$ cat src/hw/rtl/wrbd_pkg.sv
// ----------------------------------------------------------------------------
// wrbd_pkg
// Shared types, register indexes and calendar helpers of the weekly reset
// boundary detector.
// ----------------------------------------------------------------------------
package wrbd_pkg;

    localparam int unsigned YEAR_W  = 14;
    localparam int unsigned MONTH_W = 4;
    localparam int unsigned DAY_W   = 5;
    localparam int unsigned HOUR_W  = 5;
    localparam int unsigned WDAY_W  = 3;
    localparam int unsigned CFG_IDX_W  = 2;
    localparam int unsigned CFG_DATA_W = 5;

    // configuration register indexes
    localparam logic [CFG_IDX_W-1:0] CFG_ENABLE  = 2'd0;
    localparam logic [CFG_IDX_W-1:0] CFG_WEEKDAY = 2'd1;
    localparam logic [CFG_IDX_W-1:0] CFG_HOUR    = 2'd2;

    // input command codes
    localparam logic CMD_CHECK = 1'b0;
    localparam logic CMD_LOAD  = 1'b1;

    typedef struct packed {
        logic                command;
        logic [YEAR_W-1:0]   year;
        logic [MONTH_W-1:0]  month;
        logic [DAY_W-1:0]    day;
        logic [HOUR_W-1:0]   hour;
    } item_t;

    typedef struct packed {
        logic               enable;
        logic [WDAY_W-1:0]  weekday;
        logic [HOUR_W-1:0]  hour;
    } cfg_t;

    // what the calendar front end hands to the decision stage
    typedef struct packed {
        item_t              item;
        logic signed [5:0]  day_adj;   // day, minus one when before reset hour
        logic [2:0]         back;      // days back to the boundary weekday
        logic               leap;      // leap flag of the current year
    } bnd_t;

    // ((m + 1) * 26) / 10 for the shifted month 3..15
    function automatic logic [5:0] month_term(input logic [4:0] m);
        logic [5:0] t;
        unique case (m)
            5'd3:    t = 6'd10;
            5'd4:    t = 6'd13;
            5'd5:    t = 6'd15;
            5'd6:    t = 6'd18;
            5'd7:    t = 6'd20;
            5'd8:    t = 6'd23;
            5'd9:    t = 6'd26;
            5'd10:   t = 6'd28;
            5'd11:   t = 6'd31;
            5'd12:   t = 6'd33;
            5'd13:   t = 6'd36;
            5'd14:   t = 6'd39;
            5'd15:   t = 6'd41;
            default: t = 6'd0;
        endcase
        return t;
    endfunction

    // value mod 7 by folding octal digits (8 is 1 mod 7)
    function automatic logic [2:0] mod7(input logic [10:0] v);
        logic [4:0] f1;
        logic [3:0] f2;
        logic [2:0] r;
        f1 = 5'(v[2:0]) + 5'(v[5:3]) + 5'(v[8:6]) + 5'(v[10:9]);
        f2 = 4'(f1[2:0]) + 4'(f1[4:3]);
        if (f2 >= 4'd7)
        begin
            r = 3'(f2 - 4'd7);
        end
        else
        begin
            r = f2[2:0];
        end
        return r;
    endfunction

    // length of a borrowed month; anything outside the short months is 31
    function automatic logic [4:0] month_days(input logic [4:0] m, input logic leap);
        logic [4:0] d;
        unique case (m)
            5'd2:                     d = leap ? 5'd29 : 5'd28;
            5'd4, 5'd6, 5'd9, 5'd11:  d = 5'd30;
            default:                  d = 5'd31;
        endcase
        return d;
    endfunction

endpackage

$ cat src/hw/rtl/wrbd_front.sv
// ----------------------------------------------------------------------------
// wrbd_front
// Input register and calendar pipeline: weekday of the check day by Zeller's
// congruence and the number of days back to the boundary weekday.
// ----------------------------------------------------------------------------
module wrbd_front
(
    input  logic            clk,
    input  logic            rst_n,
    input  wrbd_pkg::cfg_t  cfg,
    input  logic            req_valid,
    output logic            req_stall,
    input  wrbd_pkg::item_t req_item,
    output logic            bnd_valid,
    input  logic            bnd_ready,
    output wrbd_pkg::bnd_t  bnd
);
    import wrbd_pkg::*;

    // stage 1: input register
    logic        v1_reg;
    item_t       s1_item_reg;
    // stage 2
    logic              v2_reg;
    item_t             s2_item_reg;
    logic signed [5:0] s2_day_reg;
    logic [YEAR_W-1:0] s2_yp_reg;
    logic [4:0]        s2_mp_reg;
    logic [7:0]        s2_hi_reg;
    // stage 3
    logic              v3_reg;
    item_t             s3_item_reg;
    logic signed [5:0] s3_day_reg;
    logic [10:0]       s3_sum_reg;
    logic              s3_leap_reg;

    logic ready1, ready2, ready3;

    logic              hr_below;
    logic signed [5:0] day_next;
    logic [YEAR_W-1:0] yp_next;
    logic [4:0]        mp_next;
    logic [26:0]       hi_prod;

    logic [14:0]  hi100;
    logic [14:0]  lo_full;
    logic [6:0]   lo;
    logic [11:0]  t1_prod;
    logic [9:0]   t2_prod;
    logic [12:0]  sum_full;
    logic         leap_next;

    logic [2:0]   wday;
    logic [2:0]   wd_cfg;

    assign ready3 = !v3_reg || bnd_ready;
    assign ready2 = !v2_reg || ready3;
    assign ready1 = !v1_reg || ready2;
    assign req_stall = !ready1;

    // stage 1 logic: day step back, Zeller month shift, century by reciprocal
    always_comb
    begin
        hr_below = cfg.hour > s1_item_reg.hour;
        day_next = $signed({1'b0, s1_item_reg.day}) - $signed({5'd0, hr_below});
        if (s1_item_reg.month < 4'd3)
        begin
            yp_next = (s1_item_reg.year != '0) ? s1_item_reg.year - 14'd1 : '0;
            mp_next = {1'b0, s1_item_reg.month} + 5'd12;
        end
        else
        begin
            yp_next = s1_item_reg.year;
            mp_next = {1'b0, s1_item_reg.month};
        end
        // divide by 100: exact for any 14 bit year
        hi_prod = {13'd0, yp_next} * 27'd5243;
    end

    // stage 2 logic: year within century and the congruence sum
    always_comb
    begin
        hi100    = {7'd0, s2_hi_reg} * 15'd100;
        lo_full  = {1'b0, s2_yp_reg} - hi100;
        lo       = lo_full[6:0];
        t1_prod  = {4'd0, s2_hi_reg} * 12'd21;
        t2_prod  = {3'd0, lo} * 10'd5;
        sum_full = 13'(t1_prod[11:2]) + 13'(t2_prod[9:2]) + 13'(month_term(s2_mp_reg))
                 + {{7{s2_day_reg[5]}}, s2_day_reg} - 13'd1;
        // only used for a March check, where the shifted year is the year itself
        if (lo == 7'd0)
        begin
            leap_next = (s2_hi_reg[1:0] == 2'd0);
        end
        else
        begin
            leap_next = (s2_yp_reg[1:0] == 2'd0);
        end
    end

    // stage 3 logic: weekday and distance back to the boundary weekday
    always_comb
    begin
        wday   = mod7(s3_sum_reg);
        wd_cfg = (cfg.weekday == 3'd7) ? 3'd0 : cfg.weekday;
        bnd.item    = s3_item_reg;
        bnd.day_adj = s3_day_reg;
        bnd.leap    = s3_leap_reg;
        if (wday >= wd_cfg)
        begin
            bnd.back = wday - wd_cfg;
        end
        else
        begin
            bnd.back = 3'(4'(wday) + 4'd7 - 4'(wd_cfg));
        end
    end

    assign bnd_valid = v3_reg;

    always_ff @(posedge clk or negedge rst_n)
    begin
        if (!rst_n)
        begin
            v1_reg <= 1'b0;
            v2_reg <= 1'b0;
            v3_reg <= 1'b0;
        end
        else
        begin
            if (ready1)
            begin
                v1_reg <= req_valid;
            end
            if (ready2)
            begin
                v2_reg <= v1_reg;
            end
            if (ready3)
            begin
                v3_reg <= v2_reg;
            end
        end
    end

    always_ff @(posedge clk)
    begin
        if (ready1 && req_valid)
        begin
            s1_item_reg <= req_item;
        end
        if (ready2 && v1_reg)
        begin
            s2_item_reg <= s1_item_reg;
            s2_day_reg  <= day_next;
            s2_yp_reg   <= yp_next;
            s2_mp_reg   <= mp_next;
            s2_hi_reg   <= hi_prod[26:19];
        end
        if (ready3 && v2_reg)
        begin
            s3_item_reg <= s2_item_reg;
            s3_day_reg  <= s2_day_reg;
            s3_sum_reg  <= sum_full[10:0];
            s3_leap_reg <= leap_next;
        end
    end

endmodule

$ cat src/hw/rtl/wrbd_judge.sv
// ----------------------------------------------------------------------------
// wrbd_judge
// Boundary date resolution with month and year borrow, comparison against
// the stored stamp, stamp and last-check state, and the result register.
// ----------------------------------------------------------------------------
module wrbd_judge
(
    input  logic            clk,
    input  logic            rst_n,
    input  wrbd_pkg::cfg_t  cfg,
    input  logic            bnd_valid,
    output logic            bnd_ready,
    input  wrbd_pkg::bnd_t  bnd,
    output logic            rsp_valid,
    input  logic            rsp_stall,
    output logic            reset_due
);
    import wrbd_pkg::*;

    logic              v4_reg;
    bnd_t              s4_reg;
    logic              out_valid_reg;
    logic              reset_due_reg;

    logic [YEAR_W-1:0]  stamp_year_reg, stamp_year_next;
    logic [MONTH_W-1:0] stamp_month_reg, stamp_month_next;
    logic [DAY_W-1:0]   stamp_day_reg, stamp_day_next;
    logic [HOUR_W-1:0]  stamp_hour_reg, stamp_hour_next;
    logic [YEAR_W-1:0]  seen_year_reg, seen_year_next;
    logic [MONTH_W-1:0] seen_month_reg, seen_month_next;
    logic [DAY_W-1:0]   seen_day_reg, seen_day_next;
    logic [HOUR_W-1:0]  seen_hour_reg, seen_hour_next;

    logic              out_open;
    logic              adv;
    item_t             it;
    logic              same_hour;
    logic              active;
    logic signed [14:0] b_year;
    logic signed [4:0]  b_month;
    logic signed [5:0]  b_day;
    logic [5:0]         back_rem;
    logic [4:0]         mdays;
    logic signed [14:0] s_year;
    logic signed [4:0]  s_month;
    logic signed [5:0]  s_day;
    logic               earlier;
    logic               due;

    assign out_open  = !out_valid_reg || !rsp_stall;
    assign bnd_ready = !v4_reg || out_open;
    assign adv       = v4_reg && out_open;
    assign it        = s4_reg.item;

    always_comb
    begin
        same_hour = (seen_year_reg == it.year) && (seen_month_reg == it.month)
                 && (seen_day_reg == it.day) && (seen_hour_reg == it.hour);
        active    = (it.command == CMD_CHECK) && cfg.enable && !same_hour;

        back_rem = 6'({3'd0, s4_reg.back}) - s4_reg.day_adj;
        b_year   = $signed({1'b0, it.year});
        b_month  = $signed({1'b0, it.month});
        b_day    = s4_reg.day_adj - $signed({3'd0, s4_reg.back});
        mdays    = 5'd31;
        if (!(s4_reg.day_adj > $signed({3'd0, s4_reg.back})))
        begin
            // boundary falls in the previous month
            if (it.month == 4'd1)
            begin
                b_month = 5'sd12;
                b_year  = $signed({1'b0, it.year}) - 15'sd1;
            end
            else
            begin
                b_month = $signed({1'b0, it.month}) - 5'sd1;
            end
            mdays = month_days(b_month, s4_reg.leap);
            b_day = $signed({1'b0, mdays - back_rem[4:0]});
        end

        s_year  = $signed({1'b0, stamp_year_reg});
        s_month = $signed({1'b0, stamp_month_reg});
        s_day   = $signed({1'b0, stamp_day_reg});
        priority if (s_year != b_year)
        begin
            earlier = s_year < b_year;
        end
        else if (s_month != b_month)
        begin
            earlier = s_month < b_month;
        end
        else if (s_day != b_day)
        begin
            earlier = s_day < b_day;
        end
        else
        begin
            earlier = stamp_hour_reg < cfg.hour;
        end
        due = active && earlier;

        stamp_year_next  = stamp_year_reg;
        stamp_month_next = stamp_month_reg;
        stamp_day_next   = stamp_day_reg;
        stamp_hour_next  = stamp_hour_reg;
        seen_year_next   = seen_year_reg;
        seen_month_next  = seen_month_reg;
        seen_day_next    = seen_day_reg;
        seen_hour_next   = seen_hour_reg;
        if (adv)
        begin
            if ((it.command == CMD_LOAD) || due)
            begin
                stamp_year_next  = it.year;
                stamp_month_next = it.month;
                stamp_day_next   = it.day;
                stamp_hour_next  = it.hour;
            end
            if (active)
            begin
                seen_year_next  = it.year;
                seen_month_next = it.month;
                seen_day_next   = it.day;
                seen_hour_next  = it.hour;
            end
        end
    end

    always_ff @(posedge clk or negedge rst_n)
    begin
        if (!rst_n)
        begin
            v4_reg          <= 1'b0;
            out_valid_reg   <= 1'b0;
            stamp_year_reg  <= 14'd2000;
            stamp_month_reg <= 4'd1;
            stamp_day_reg   <= 5'd1;
            stamp_hour_reg  <= '0;
            seen_year_reg   <= '0;
            seen_month_reg  <= '0;
            seen_day_reg    <= '0;
            seen_hour_reg   <= '0;
        end
        else
        begin
            if (bnd_ready)
            begin
                v4_reg <= bnd_valid;
            end
            if (out_open)
            begin
                out_valid_reg <= v4_reg;
            end
            stamp_year_reg  <= stamp_year_next;
            stamp_month_reg <= stamp_month_next;
            stamp_day_reg   <= stamp_day_next;
            stamp_hour_reg  <= stamp_hour_next;
            seen_year_reg   <= seen_year_next;
            seen_month_reg  <= seen_month_next;
            seen_day_reg    <= seen_day_next;
            seen_hour_reg   <= seen_hour_next;
        end
    end

    always_ff @(posedge clk)
    begin
        if (bnd_ready && bnd_valid)
        begin
            s4_reg <= bnd;
        end
        if (adv)
        begin
            reset_due_reg <= due;
        end
    end

    assign rsp_valid = out_valid_reg;
    assign reset_due = reset_due_reg;

    // a load word lands in the stamp
    assert property (@(posedge clk) disable iff (!rst_n)
        (adv && it.command == CMD_LOAD) |=>
            (stamp_year_reg == $past(it.year)) && (stamp_hour_reg == $past(it.hour)))
        else $error("stamp not loaded");

    // a reported boundary leaves stamp and last check on the same time
    assert property (@(posedge clk) disable iff (!rst_n)
        (adv && due) |=>
            (stamp_year_reg == seen_year_reg) && (stamp_month_reg == seen_month_reg)
            && (stamp_day_reg == seen_day_reg) && (stamp_hour_reg == seen_hour_reg))
        else $error("stamp and last check disagree after report");

    // a repeat of the last checked hour never reports
    assert property (@(posedge clk) disable iff (!rst_n)
        (adv && same_hour) |=> !reset_due_reg)
        else $error("repeat check reported a boundary");

    // load words never report
    assert property (@(posedge clk) disable iff (!rst_n)
        (adv && it.command == CMD_LOAD) |=> (rsp_valid && !reset_due))
        else $error("load word reported a boundary");

endmodule

$ cat src/hw/rtl/weekly_reset_boundary_detector.sv
// ----------------------------------------------------------------------------
// weekly_reset_boundary_detector
// Flags a check time that lies past the latest weekly boundary after the
// stored stamp.
// ----------------------------------------------------------------------------
// Usage:
//   request channel (req_valid / req_stall): one word per check or stamp
//   load, fields command, year, month, day, hour. Taken when req_valid is
//   high and req_stall is low.
//   response channel (rsp_valid / rsp_stall): exactly one reset_due word per
//   request word, in order.
//   config channel (cfg_valid / cfg_ready, cfg_index, cfg_data): index 0
//   enable, 1 boundary weekday, 2 boundary hour. cfg_ready is always high;
//   write only while no request word is in flight.
// Pipeline: a taken word passes the input register, two calendar stages,
// the decision stage and the result register on its way to the response
// channel. One word per cycle is sustained while rsp_stall stays low;
// the stamp compare and update live in the single decision stage, so
// back-to-back checks see each other's state.
// Reset: pipeline empty, block disabled, stamp 2000-01-01 hour 0, last check
// all zero. A stalled response holds its word; the pipeline keeps filling
// and req_stall rises only once all stages are occupied.
// ----------------------------------------------------------------------------
module weekly_reset_boundary_detector
(
    input  logic                             clk,
    input  logic                             rst_n,
    input  logic                             req_valid,
    output logic                             req_stall,
    input  logic                             command,
    input  logic [wrbd_pkg::YEAR_W-1:0]      year,
    input  logic [wrbd_pkg::MONTH_W-1:0]     month,
    input  logic [wrbd_pkg::DAY_W-1:0]       day,
    input  logic [wrbd_pkg::HOUR_W-1:0]      hour,
    output logic                             rsp_valid,
    input  logic                             rsp_stall,
    output logic                             reset_due,
    input  logic                             cfg_valid,
    output logic                             cfg_ready,
    input  logic [wrbd_pkg::CFG_IDX_W-1:0]   cfg_index,
    input  logic [wrbd_pkg::CFG_DATA_W-1:0]  cfg_data
);
    import wrbd_pkg::*;

    cfg_t  cfg_reg;
    cfg_t  cfg_next;
    item_t req_item;
    logic  bnd_valid;
    logic  bnd_ready;
    bnd_t  bnd;

    assign cfg_ready = 1'b1;

    always_comb
    begin
        cfg_next = cfg_reg;
        if (cfg_valid && cfg_ready)
        begin
            priority if (cfg_index == CFG_ENABLE)
            begin
                cfg_next.enable = cfg_data[0];
            end
            else if (cfg_index == CFG_WEEKDAY)
            begin
                cfg_next.weekday = cfg_data[WDAY_W-1:0];
            end
            else if (cfg_index == CFG_HOUR)
            begin
                cfg_next.hour = cfg_data[HOUR_W-1:0];
            end
            else
            begin
                cfg_next = cfg_reg;
            end
        end
    end

    always_ff @(posedge clk or negedge rst_n)
    begin
        if (!rst_n)
        begin
            cfg_reg <= '0;
        end
        else
        begin
            cfg_reg <= cfg_next;
        end
    end

    assign req_item = '{command: command, year: year, month: month, day: day, hour: hour};

    wrbd_front u_front
    (
        .clk       (clk),
        .rst_n     (rst_n),
        .cfg       (cfg_reg),
        .req_valid (req_valid),
        .req_stall (req_stall),
        .req_item  (req_item),
        .bnd_valid (bnd_valid),
        .bnd_ready (bnd_ready),
        .bnd       (bnd)
    );

    wrbd_judge u_judge
    (
        .clk       (clk),
        .rst_n     (rst_n),
        .cfg       (cfg_reg),
        .bnd_valid (bnd_valid),
        .bnd_ready (bnd_ready),
        .bnd       (bnd),
        .rsp_valid (rsp_valid),
        .rsp_stall (rsp_stall),
        .reset_due (reset_due)
    );

endmodule

$ cat config.mk
export PLATFORM = sky130hd
export DESIGN_NAME = weekly_reset_boundary_detector
export DESIGN_NICKNAME = d
export VERILOG_FILES = /design/src/hw/rtl/wrbd_pkg.sv /design/src/hw/rtl/wrbd_front.sv /design/src/hw/rtl/wrbd_judge.sv /design/src/hw/rtl/weekly_reset_boundary_detector.sv
export SDC_FILE = /design/constraint.sdc
export NUM_CORES = 1
export LEC_CHECK = 0
export BUFFER_PORTS_ARGS = -buffer_cell sky130_fd_sc_hd__buf_4
export CAP_MARGIN = 20
export CORE_UTILIZATION = 35
export DETAILED_ROUTE_END_ITERATION = 6
export PLACE_DENSITY_LB_ADDON = 0.15
export SLEW_MARGIN = 30
export SYNTH_ARGS = -nofsm -noshare
export SYNTH_HDL_FRONTEND = slang
export SYNTH_HIERARCHICAL = 1
export SYNTH_SLANG_ARGS = --single-unit
$ cat constraint.sdc
create_clock -name clk -period 18.7 [get_ports clk]
set_input_delay 0 -clock clk [delete_from_list [all_inputs] [get_ports clk]]
set_output_delay 0 -clock clk [all_outputs]
set_load 0.01 [all_outputs]
Yosys cells after proc, flatten, opt, wreduce, memory -nomap -nowiden
Memories as Yosys holds them, arrays and structs flattened. A register that Yosys moved wholly into a read port is not among the register bits.
Index checks and enable logic that the tools add are counted.
{"block": "word_totals", "ramBits": 0, "out_inout_bits": 4, "mem_bits_ro": 96, "latchBits": 0, "reg_bits": 241, "elab_cells": 159, "inputBits": 41, "n_memories": 1}
{"memory": "(no name shown)", "depth": 16, "width": 6, "rd": 1, "rd_ports_with_merged_regs": 1, "write_ports": 0, "line_no": "wrbd_pkg.sv:50", "rtl": "unique case (m)"}
{"block": "op_classes", "order_cmp": 9, "n_bitwise": 3, "n_mux": 21, "reduce_logical": 36, "add_sub_neg": 21, "eq_ne": 16, "mul": 4, "shifts": 0, "n_div": 0}
{"cell": "two-way mux 15 bit", "n": 2}
{"cell": "two-way mux 14 bit", "n": 2}
{"cell": "multiplier 14 x 13 -> 27 bit (second input constant)", "n": 1}
{"cell": "two-way mux 5 bit", "n": 4}
{"cell": "< comparator 15 bit", "n": 1}
{"cell": "inequality test 15 bit", "n": 1}
{"cell": "subtractor 14 x 1 -> 15 bit (second input constant)", "n": 1}
{"cell": "equality test 14 bit", "n": 1}
{"cell": "nonzero test 14 bit", "n": 1}
{"cell": "subtractor 14 x 1 -> 14 bit (second input constant)", "n": 1}
{"cell": "multiplier 8 x 5 -> 12 bit (second input constant)", "n": 1}
{"cell": "two-way mux 6 bit", "n": 2}
{"cell": "adder 10 x 8 -> 11 bit", "n": 1}
{"cell": "adder 11 bit", "n": 1}
{"cell": "adder 11 x 6 -> 11 bit", "n": 1}
{"cell": "logical AND 1 bit", "n": 11}
{"cell": "subtractor 11 x 1 -> 11 bit (second input constant)", "n": 1}
{"cell": "equality test 5 x 3 -> 1 bit (second input constant)", "n": 2}
{"cell": "equality test 5 x 4 -> 1 bit (second input constant)", "n": 2}
{"cell": "equality test 5 bit", "n": 2}
{"cell": "< comparator 5 bit", "n": 2}
{"cell": "multiplier 7 x 3 -> 10 bit (second input constant)", "n": 1}
{"cell": "one-hot mux 5 bit (2 select lines)", "n": 1}
{"cell": "two-way mux 3 bit", "n": 3}
{"cell": "other kinds (40)", "n": 64}

Logic depth before layout (Yosys ltp)
Gate-level depths: netlist (run 1).
{"block": "depth", "word_depth": 16, "mapped_depth": 26, "mapped_depth_nobuf": 25}

Cells and area by module
Netlist (run 1), hierarchy kept.
{"module": "wrbd_front", "instances": 1, "seq_area_each_um2": 4068.9, "cells_each": 959, "area_each_um2": 11100.6}
{"module": "wrbd_judge", "instances": 1, "seq_area_each_um2": 2662.6, "cells_each": 592, "area_each_um2": 6128.4}
{"module": "weekly_reset_boundary_detector", "instances": 1, "seq_area_each_um2": 225.2, "cells_each": 23, "area_each_um2": 372.9}

Least setup slack after synthesis (run 1)
OpenSTA, ideal clock, no wires.
{"block": "synth_path", "kind": "reg2reg", "from": "register u_front/s1_item_reg[21] (netlist name)", "to": "register u_front.s2_hi_reg[4], data pin", "setup_slack_ns": 12.301, "period_less_slack_ns": 6.399, "arrival_time_ns": 6.265, "stages_incl_launch_ff": 22, "path_cell_list": "edfxtp_1 -> or4_4 -> or4_1 -> and4bb_1 -> and2_1 -> buf_4 -> buf_6 -> nor2_1 -> fa_1 -> ha_1 -> fa_1 -> inv_1 -> fa_1 -> fa_1 -> inv_1 -> ha_1 -> and4_1 -> a311o_1 -> o41ai_1 -> a21oi_1 -> or4_1 -> nand3_1"}
{"block": "synth_between", "elab_chain_cells": 4}
{"item": "from (decl)", "line_no": "wrbd_front.sv:22", "rtl": "item_t s1_item_reg;"}
{"item": "from (signal assigned)", "line_no": "wrbd_front.sv:150", "rtl": "s1_item_reg <= req_item;"}
{"item": "subtractor 14 x 1 -> 14 bit or nonzero test 14 bit (tied branches)", "line_no": "wrbd_front.sv:68", "rtl": "yp_next = (s1_item_reg.year != '0) ? s1_item_reg.year - 14'd1 : '0;"}
{"item": "two-way mux 14 bit", "line_no": "wrbd_front.sv:68"}
{"item": "two-way mux 14 bit *", "line_no": "wrbd_front.sv:66", "rtl": "if (s1_item_reg.month < 4'd3)"}
{"item": "multiplier 14 x 13 -> 27 bit *", "line_no": "wrbd_front.sv:77", "rtl": "hi_prod = {13'd0, yp_next} * 27'd5243;"}
{"item": "via u_front.hi_prod[23]", "line_no": "wrbd_front.sv:43", "rtl": "logic [26:0] hi_prod;"}
{"item": "to (signal assigned)", "line_no": "wrbd_front.sv:158", "rtl": "s2_hi_reg <= hi_prod[26:19];"}
{"item": "to (decl)", "line_no": "wrbd_front.sv:29", "rtl": "logic [7:0] s2_hi_reg;"}
Mark *: on every way through the listed nets, which the timed path passes. The rest lies on a longest branch.
A chain may end at the register's enable or synchronous reset.

Worst setup path in the final report (run 1)
Ends and elaborated chain as after synthesis.

==> flow_metrics.py, run 1 <==
metrics = {
    "status": {
        "status": "complete, no violations",
    },
    "critical_path": {
        "reg2reg_from": "u_front/s1_item_reg[21]",
        "crit_buf_inv": 2,
        "r2r_cells": 19,
        "r2r_slack_ns": 11.70,
        "r2r-end": "u_front/s2_hi_reg[4]",
        "cp-start-kind": "register",
        "cp-end-kind": "register",
        "slowest_delay_ns": 0.56,
        "slowest_stage": "or4_4",
        "cp_max_fo": 19,
        "path_common_cell": "fa_1",
        "path_depth": 19,
        "crit_family": "simple AND/OR/NAND/NOR gates",
        "cp_cell_sequence": "or4_4, or4_1, and4bb_1, and2_1, nor2_1, fa_1, ha_1, fa_1, inv_1, fa_1, fa_1, inv_1, ha_1, and4_1, a311o_1, o41ai_1, a21oi_1, or4_1, nand3_1",
        "crit_required_ns": 19.14,
        "critPathKind": "reg -> reg",
        "worstPathArrival_ns": 7.44,
    },
    "routing": {
        "drtIter0Drc": 703,
        "drc": 0,
        "wirelength_um": 37810,
        "via_per_inst": 4.904,
        "wl_per_cell_um": 16.10,
        "wl_met1_um": 17950,
        "wl_met2_um": 18030,
        "wl_met3_um": 1261,
        "first_pass_iters": 5,
        "highest_layer": "met4",
        "ant_nets": 0,
        "vias": 11515,
    },
    "cts": {
        "cts_root_buffer": "clkbuf_16",
        "cts_resized": 0,
        "post_cts_buffers": 0,
        "cts.path.max_buffers": 3,
        "htreeDepth": 1,
        "holdBufCountCts": 47,
        "clk_pin_slew_ns": 0.06,
        "cts_tree": "yes",
        "cts_buffers": 31,
        "clkSinkCount": 245,
        "clk_latency_ns": 0.58,
    },
    "global_route": {
        "antenna_found_initial": 0,
        "grt_pass1_wl_um": 61430,
        "first_global_vias": 11519,
        "grt_overflow_total": 0,
        "track_usage_pct": 15.21,
        "grt_max_degree": 82,
    },
    "placed_design": {
        "port_buffers": 43,
        "gp_congestion": 0.8241,
        "dp_cells": 2243,
        "hpwl_um": 28590,
    },
    "sta": {
        "slew_headroom_pct": 44.73,
        "tightest_slew_ns": 0.8291,
        "finalClockSkew_ns": 0.01301,
        "clock.fmax_ghz": 0.1429,
        "fin_tns_setup_ns": 0,
        "finalHoldViolCount": 0,
        "setup_viol": 0,
        "post-route-period-util_pct": 37.43,
        "layout_min_cycle_time_ns": 6.999,
        "rsz0062_at_grt": "false",
        "report.final.slew_viol_count": 0,
    },
    "job": {
        "maxCapViolCount": 0,
    },
    "floorplanning": {
        "dieArea_mm2": 0.05119,
        "die-height_um": 226.3,
        "die-width_um": 226.3,
        "ios": 45,
        "rows": 81,
        "coreArea_mm2": 0.04925,
        "initial_utilization_pct": 35.74,
    },
    "final_layout": {
        "stdcell_count": 2348,
        "drive_gt1_share_pct": 9.561,
        "n_antenna_cell": 0,
        "nNetsFinal": 2024,
        "syn_to_final_growth_pct": 14.47,
    },
    "synthesis": {
        "syn_inst": 1574,
        "syn_avg_cell_area_um2": 11.18,
        "synth_flop_cell": "edfxtp_1",
        "yosysSeqAreaShare_pct": 39.52,
        "yosysMostFrequentCell": "inv_1",
        "synth_area_leaders": "edfxtp_1 29%, ha_1 16%, fa_1 11%",
        "ys_async_sr_fraction_pct": 28.57,
        "synth_seq_cells": 245,
        "syn_area_mm2": 0.01760,
        "synth_enable_flop_cells": 169,
        "synth_nets": 1939,
        "synth_top_cell_by_area": "edfxtp_1",
        "synth.distinct_cells": 70,
        "synth.top_cell.area_share_pct": 28.83,
        "ys_warn_count": 6,
        "synth_commonest_cells": "266 x inv_1, 231 x ha_1, 169 x edfxtp_1, 93 x fa_1, 66 x nand2_1",
    },
    "worst_hold_path": {
        "hp-class": "in -> async",
    },
}
per-stage QoR:
| stage | cell area [um^2] | hold WS [ns] | util (%) | worst slack (ns) |
|---|---|---|---|---|
| after global placement | 18620 | 0.1779 | 37.80 | 11.75 |
| after floorplan | 17600 | -0.2956 | - | 12.30 |
| after detailed placement | 18630 | 0.08949 | 37.81 | 11.70 |
| after global routing | 20150 | 0.07150 | 40.91 | 11.33 |
| final | 20150 | 0.007049 | 40.91 | 11.70 |
| after CTS | 20150 | 0.02669 | 40.91 | 11.69 |
routing by layer:
layer | vias up | track usage, %
met5 | - | 0
met4 | 0 | 3.618
met3 | 39 | 1.866
met2 | 153 | 25.13
met1 | 5632 | 21.16
li1 | 5691 | -
worst max path at each step:
| stage | start | end | slack [ns] |
|---|---|---|---|
| after global placement | u_front/s1_item_reg[21] | u_front/s2_hi_reg[4] | 11.75 |
| after floorplan | u_front/s1_item_reg[21] | u_front/s2_hi_reg[4] | 12.30 |
| final | u_front/s1_item_reg[21] | u_front/s2_hi_reg[4] | 11.70 |
| after detailed placement | u_front/s1_item_reg[21] | u_front/s2_hi_reg[4] | 11.70 |
| after CTS | u_front/s1_item_reg[21] | u_front/s2_hi_reg[4] | 11.69 |
| after global routing | u_front/s1_item_reg[21] | u_front/s2_hi_reg[4] | 11.33 |
cell families (layout without fill, tap and decap cells):
| family | Yosys count | after routing | synth area share [%] |
|---|---|---|---|
| xor gates and xnor gates | 97 | 97 | 4.827 |
| DFF | 245 | 245 | 39.52 |
| AOI/OAI and AO/OA | 218 | 218 | 8.850 |
| other | 2 | 2 | 0.04267 |
| adders and majority gates | 324 | 324 | 27.00 |
| buffers and inverters | 316 | 426 | 6.995 |
| muxes | 47 | 47 | 2.957 |
| and+or+nand+nor | 325 | 325 | 9.810 |
layout make-up:
type | instances | area (um^2)
timing repair buffer | 101 | 879.6
inverter | 267 | 1002
tap | 664 | 830.8
clock buffer | 42 | 867.1
fill | 4784 | 29110
sequential | 245 | 6957
multi-input combinational | 1013 | 9427
clock inverter | 16 | 185.2
cells in the final DEF, fill, tap and decap left out, types with 31 or more instances in the layout:
master | Yosys | final
edfxtp_1 | 169 | 169
nor2_1 | 52 | 52
ha_1 | 231 | 231
o21ai_0 | 34 | 34
nand4_1 | 35 | 35
a21oi_1 | 43 | 43
xor2_1 | 36 | 36
xnor2_1 | 61 | 61
clkbuf_16 | 0 | 31
dlygate4sd3_1 | 0 | 47
mux2_2 | 40 | 40
inv_1 | 266 | 265
fa_1 | 93 | 93
dfrtp_1 | 62 | 62
nand2_1 | 66 | 66
buf_4 | 3 | 53
nand3_1 | 42 | 42
Power of run 1 is left out: the tool's default activity adds up to more than one toggle a clock period on the data nets, which glitch-free logic cannot reach.
==> inputs of run 2 (changes only) <==
- ABC_AREA: default -> 1
- clock period: 18.7 -> 6.63 ns (I/O delays scaled with it)
==> run 2 against run 1 <==
Critical path depth up 7. Cell count is 12% higher. Highest routed layer unchanged. Sequential cell count is the same. Synthesized cell count grew 16%. Clock skew rose by 0.011 ns. Die area is 0.89% higher. Hold slack improved by 0.028 ns. First-iteration DRC count down 21%. Maximum frequency rose by 19%. Wire length decreased by 1.7%. Non-clock buffer count up 4.
==> flow_metrics.py, run 2 <==
metrics = {
    "floorplanning": {
        "rows": 82,
        "coreArea_mm2": 0.05007,
        "initial_utilization_pct": 35.47,
        "ios": 45,
        "die-height_um": 227.3,
        "dieArea_mm2": 0.05165,
        "die-width_um": 227.3,
    },
    "final_layout": {
        "n_antenna_cell": 0,
        "stdcell_count": 2634,
        "syn_to_final_growth_pct": 15.05,
        "mostFrequentLayoutCell": "inv_1",
        "nNetsFinal": 2303,
        "fill_cells": 5031,
        "drive_gt1_share_pct": 9.225,
        "final_cell_mix": "345 x inv_1, 338 x nand2_1, 231 x ha_1",
    },
    "synthesis": {
        "synth_mux_area_share_pct": 0.05636,
        "syn_area_mm2": 0.01776,
        "synth_area_leaders": "edfxtp_1 29%, ha_1 16%, fa_1 10%",
        "synth_adder_area_share_pct": 26.76,
        "synth_compound_area_share_pct": 5.255,
        "synth_commonest_cells": "345 x inv_1, 338 x nand2_1, 231 x ha_1, 169 x edfxtp_1, 98 x nor2_1",
        "synth_nets": 2188,
        "synth_enable_flop_cells": 169,
        "synth_xor_area_share_pct": 3.903,
        "yosysSeqAreaShare_pct": 39.17,
        "ys_async_sr_fraction_pct": 28.57,
        "yosysMostFrequentCell": "inv_1",
        "synth_seq_cells": 245,
        "synth_flop_cell": "edfxtp_1",
        "ys_warn_count": 6,
        "synth.distinct_cells": 56,
        "syn_avg_cell_area_um2": 9.743,
        "yosys.area_share.simple_pct": 16.13,
        "synth.top_cell.area_share_pct": 28.57,
        "synth_top_cell_by_area": "edfxtp_1",
        "synth_top_family_by_area": "adder cells",
        "syn_inst": 1823,
    },
    "routing": {
        "via_per_inst": 4.571,
        "vias": 12040,
        "drc": 0,
        "first_pass_iters": 5,
        "drtIter0Drc": 554,
        "wl_per_cell_um": 14.12,
        "ant_nets": 0,
        "wirelength_um": 37180,
    },
    "cts": {
        "clkSinkCount": 245,
        "cts.path.max_buffers": 3,
        "htreeDepth": 1,
        "clk_latency_ns": 0.57,
        "cts_tree": "yes",
        "cts_resized": 0,
        "clk_pin_slew_ns": 0.06,
        "holdBufCountCts": 52,
        "cts_root_buffer": "clkbuf_16",
        "cts_buffers": 30,
        "post_cts_buffers": 0,
    },
    "job": {
        "maxCapViolCount": 0,
    },
    "sta": {
        "fin_tns_setup_ns": 0,
        "rsz0062_at_grt": "false",
        "setup_viol": 0,
        "clock.fmax_ghz": 0.1707,
        "slew_headroom_pct": 47.17,
        "tightest_slew_ns": 0.7924,
        "report.final.slew_viol_count": 0,
        "layout_min_cycle_time_ns": 5.859,
        "finalHoldViolCount": 0,
        "finalClockSkew_ns": 0.02353,
        "post-route-period-util_pct": 88.38,
    },
    "critical_path": {
        "cp-start-kind": "register",
        "critPathKind": "reg -> reg",
        "crit_required_ns": 6.94,
        "cp-end-kind": "register",
        "r2r_cells": 26,
        "worstPathArrival_ns": 6.17,
        "cp_max_fo": 6,
    },
    "placed_design": {
        "gp_congestion": 0.8612,
        "dp_cells": 2526,
        "hpwl_um": 28690,
        "port_buffers": 43,
    },
    "global_route": {
        "grt_overflow_total": 0,
        "first_global_vias": 12469,
        "track_usage_pct": 15.21,
        "grt_pass1_wl_um": 63040,
        "antenna_found_initial": 0,
        "grt_max_degree": 71,
    },
    "status": {
        "status": "complete, no violations",
    },
    "worst_hold_path": {
        "hp-class": "in -> async",
    },
}
## run 2: worst paths after layout
| check | end | slack [ns] | from |
|---|---|---|---|
| worst max-delay path | u_front/s2_hi_reg[4] | 0.77 | u_front/s1_item_reg[12] |
| worst min-delay path | u_judge/seen_year_reg[2] | 0.04 | rst_n |
| worst max register to register | u_front/s2_hi_reg[4] | 0.77 | u_front/s1_item_reg[12] |
| worst min register to register | u_judge/it[18] | 0.41 | u_front/bnd[28] |
| max in group asynchronous | cfg_reg[1] | 6.13 | rst_n |
| min in group clk | u_front/s1_item_reg[9] | 0.14 | day[4] |
## run 2: cell families (layout without fill, tap and decap cells)
logic type | after synthesis | after routing
XOR/XNOR | 77 | 77
buffers and inverters | 381 | 520
adder cells (fa/ha/maj) | 324 | 324
flip-flops | 245 | 245
other | 2 | 2
AO/OA/AOI/OAI | 168 | 168
AND/OR/NAND/NOR | 625 | 625
multiplexers | 1 | 1
## run 2: metrics by stage
step                hold WS (ns)  instance area [um^2]  setup slack, ns  util (%)
detailed placement        0.1797                 18830           0.7519     37.60
global placement          0.1803                 18830           0.8233     37.60
finish                   0.03533                 20430           0.7707     40.81
floorplan                -0.2956                 17760            1.106         -
CTS                       0.1080                 20430           0.7502     40.80
global route              0.1029                 20430           0.2887     40.81
## run 2: cell type report
cell class,instances,area (um^2),area share [%]
multi-input cells,1197,9279,45.41
flip-flops and latches,245,6957,34.05
inverters,359,1353,6.619
repair buffers,105,922.1,4.513
well taps,672,840.8,4.115
clock buffers,36,793.3,3.882
clock inverters,20,289.0,1.414
## run 2: routing by layer
metal / part of all wire, % / vias up / track usage [%] / routed length [um]
li1: - / 6148 / - / -
met1: 48 / 5693 / 20.39 / 17820
met2: 48 / 152 / 26.26 / 17680
met3: 2.7 / 47 / 1.549 / 1015
met4: 1.8 / 0 / 3.724 / 676
met5: 0 / - / 0 / 0
## run 2: critical path, cell delays in order (launching register included)
cell	delay [ns]
edfxtp_1	0.38
inv_1	0.20
ha_1	0.23
nand2_4	0.11
nor2_2	0.14
nand2_1	0.13
o21ai_0	0.19
nand3_1	0.33
fa_1	0.62
inv_1	0.04
ha_1	0.26
inv_1	0.05
fa_1	0.48
inv_1	0.06
fa_1	0.53
inv_1	0.06
fa_1	0.54
inv_1	0.05
ha_1	0.33
a21oi_1	0.20
inv_1	0.06
nor2_1	0.15
nor2_1	0.06
a21oi_1	0.18
nand3_1	0.09
nand2_1	0.07
nand2_1	0.05
Power of run 2 is left out for the same reason.
==> inputs of run 3 (changes only) <==
==> constraint.sdc (replaced) <==
create_clock -name clk -period 6.63 [get_ports clk]
set_input_delay 0.3315 -clock clk [delete_from_list [all_inputs] [get_ports clk]]
set_output_delay 0.3315 -clock clk [all_outputs]
set_load 0.01 [all_outputs]
==> run 3 against run 2 <==
Design area decreased by 0.88%. Sequential cell count stayed put. Critical path type unchanged. Count of clock-buffer cells in the layout stayed put. Global-route usage fell by 0.053 points. Utilization down 0.36 points. Critical path depth is the same. Cell count decreased by 0.68%. Worst setup slack better by 0.0075 ns. Maximum frequency up 0.13%. Highest routed layer unchanged. Via count fell by 0.44%. Hold slack better by 0.0032 ns. Critical endpoint unchanged.
==> flow_metrics.py, run 3 (same netlist as run 2, synthesis figures left out) <==
metrics = {
    "critical_path": {
        "cp_max_fo": 6,
        "cp-end-kind": "register",
        "slowest_delay_ns": 0.62,
        "crit_required_ns": 6.94,
        "path_common_cell": "inv_1",
        "slowest_stage": "fa_1",
        "path_depth": 26,
        "cp-start-kind": "register",
        "crit_buf_inv": 7,
        "r2r_cells": 26,
        "worstPathArrival_ns": 6.17,
        "crit_family": "adder cells",
        "critPathKind": "reg -> reg",
    },
    "floorplanning": {
        "dieArea_mm2": 0.05165,
        "die-height_um": 227.3,
        "die-width_um": 227.3,
        "initial_utilization_pct": 35.47,
        "ios": 45,
        "rows": 82,
        "coreArea_mm2": 0.05007,
    },
    "sta": {
        "slew_headroom_pct": 47.73,
        "setup_viol": 0,
        "tightest_slew_ns": 0.7840,
        "clock.fmax_ghz": 0.1709,
        "rsz0062_at_grt": "false",
        "fin_tns_setup_ns": 0,
        "post-route-period-util_pct": 88.26,
        "layout_min_cycle_time_ns": 5.852,
        "finalClockSkew_ns": 0.02393,
        "finalHoldViolCount": 0,
        "report.final.slew_viol_count": 0,
    },
    "placed_design": {
        "gp_congestion": 0.8612,
        "hpwl_um": 28690,
        "port_buffers": 43,
        "dpl_cell_area_mm2": 0.01883,
    },
    "routing": {
        "wirelength_um": 37010,
        "wl_per_cell_um": 14.15,
        "via_per_inst": 4.582,
        "drc": 0,
        "vias": 11987,
        "drtIter0Drc": 617,
        "ant_nets": 0,
        "first_pass_iters": 5,
    },
    "cts": {
        "cts_resized": 0,
        "cts.path.max_buffers": 3,
        "holdBufCountCts": 34,
        "htreeDepth": 1,
        "clk_pin_slew_ns": 0.06,
        "cts_tree": "yes",
        "post_cts_buffers": 0,
        "clk_latency_ns": 0.57,
        "cts_root_buffer": "clkbuf_16",
        "cts_buffers": 30,
        "clkSinkCount": 245,
    },
    "final_layout": {
        "nNetsFinal": 2285,
        "syn_to_final_growth_pct": 14.03,
        "fill_cells": 5041,
        "final_cell_mix": "345 x inv_1, 338 x nand2_1, 231 x ha_1",
        "n_antenna_cell": 0,
        "final_area_mm2": 0.02025,
        "mostFrequentLayoutCell": "inv_1",
        "drive_gt1_share_pct": 9.311,
    },
    "status": {
        "status": "complete, no violations",
    },
    "global_route": {
        "grt_pass1_wl_um": 62790,
        "track_usage_pct": 15.16,
        "grt_max_degree": 71,
        "antenna_found_initial": 0,
        "grt_overflow_total": 0,
        "first_global_vias": 12405,
    },
    "worst_hold_path": {
        "worstHoldPathCells": 3,
        "hp-class": "in -> reg",
    },
    "job": {
        "maxCapViolCount": 0,
    },
}
==> run 3: cell types whose count changed in the layout (fill, tap and decap cells not counted), sizes merged <==
cell and delta:
dlygate4sd3 -18
==> run 3: worst register-to-register path: stages (launching register included) <==
cell	delay, ns
edfxtp_1	0.38
inv_1	0.20
ha_1	0.23
nand2_4	0.11
nor2_2	0.15
nand2_1	0.14
o21ai_0	0.20
nand3_1	0.33
fa_1	0.62
inv_1	0.04
ha_1	0.26
inv_1	0.05
fa_1	0.48
inv_1	0.06
fa_1	0.53
inv_1	0.06
fa_1	0.54
inv_1	0.05
ha_1	0.33
a21oi_1	0.20
inv_1	0.06
nor2_1	0.16
nor2_1	0.06
a21oi_1	0.17
nand3_1	0.09
nand2_1	0.06
nand2_1	0.05
==> run 3: area by class of cell <==
type                    count  area (um^2)  area share, %
well taps                 672        840.8          4.151
repair buffers             87        742.0          3.663
inverters                 359         1353          6.678
clock buffers              36        793.3          3.917
clock inverters            20        289.0          1.427
flip-flops and latches    245         6957          34.35
multi-input cells        1197         9279          45.81
==> run 3: routing by layer <==
layer,vias to the layer above,GRT usage (%),wire [um]
li1,6115,-,-
met1,5666,20.37,17830
met2,159,26.09,17480
met3,47,1.549,1023
met4,0,3.724,676
met5,-,0,0
==> run 3: stage by stage <==
stage | hold WS [ns] | setup WS [ns] | utilization, % | std cells
after CTS | 0.001436 | 0.7502 | 40.44 | 2616
after detailed placement | 0.4045 | 0.7519 | 37.60 | 2526
after floorplan | 0.03591 | 1.106 | - | 1823
final | 0.03851 | 0.7782 | 40.45 | 2616
after global placement | 0.4025 | 0.8233 | 37.60 | 2526
after global routing | 0.04398 | 0.2887 | 40.45 | 2616
==> run 3: final timing paths <==
check                                              from                       end  slack [ns]
worst max-delay path            u_front/s1_item_reg[12]      u_front/s2_hi_reg[4]        0.78
worst min-delay path                        cfg_data[0]                cfg_reg[8]        0.04
worst max register to register  u_front/s1_item_reg[12]      u_front/s2_hi_reg[4]        0.78
worst min register to register          u_front/bnd[28]            u_judge/it[18]        0.41
max in group asynchronous                         rst_n                cfg_reg[1]        5.80
min in group asynchronous                         rst_n  u_judge/seen_year_reg[2]        0.37
Power of run 3 is left out for the same reason.
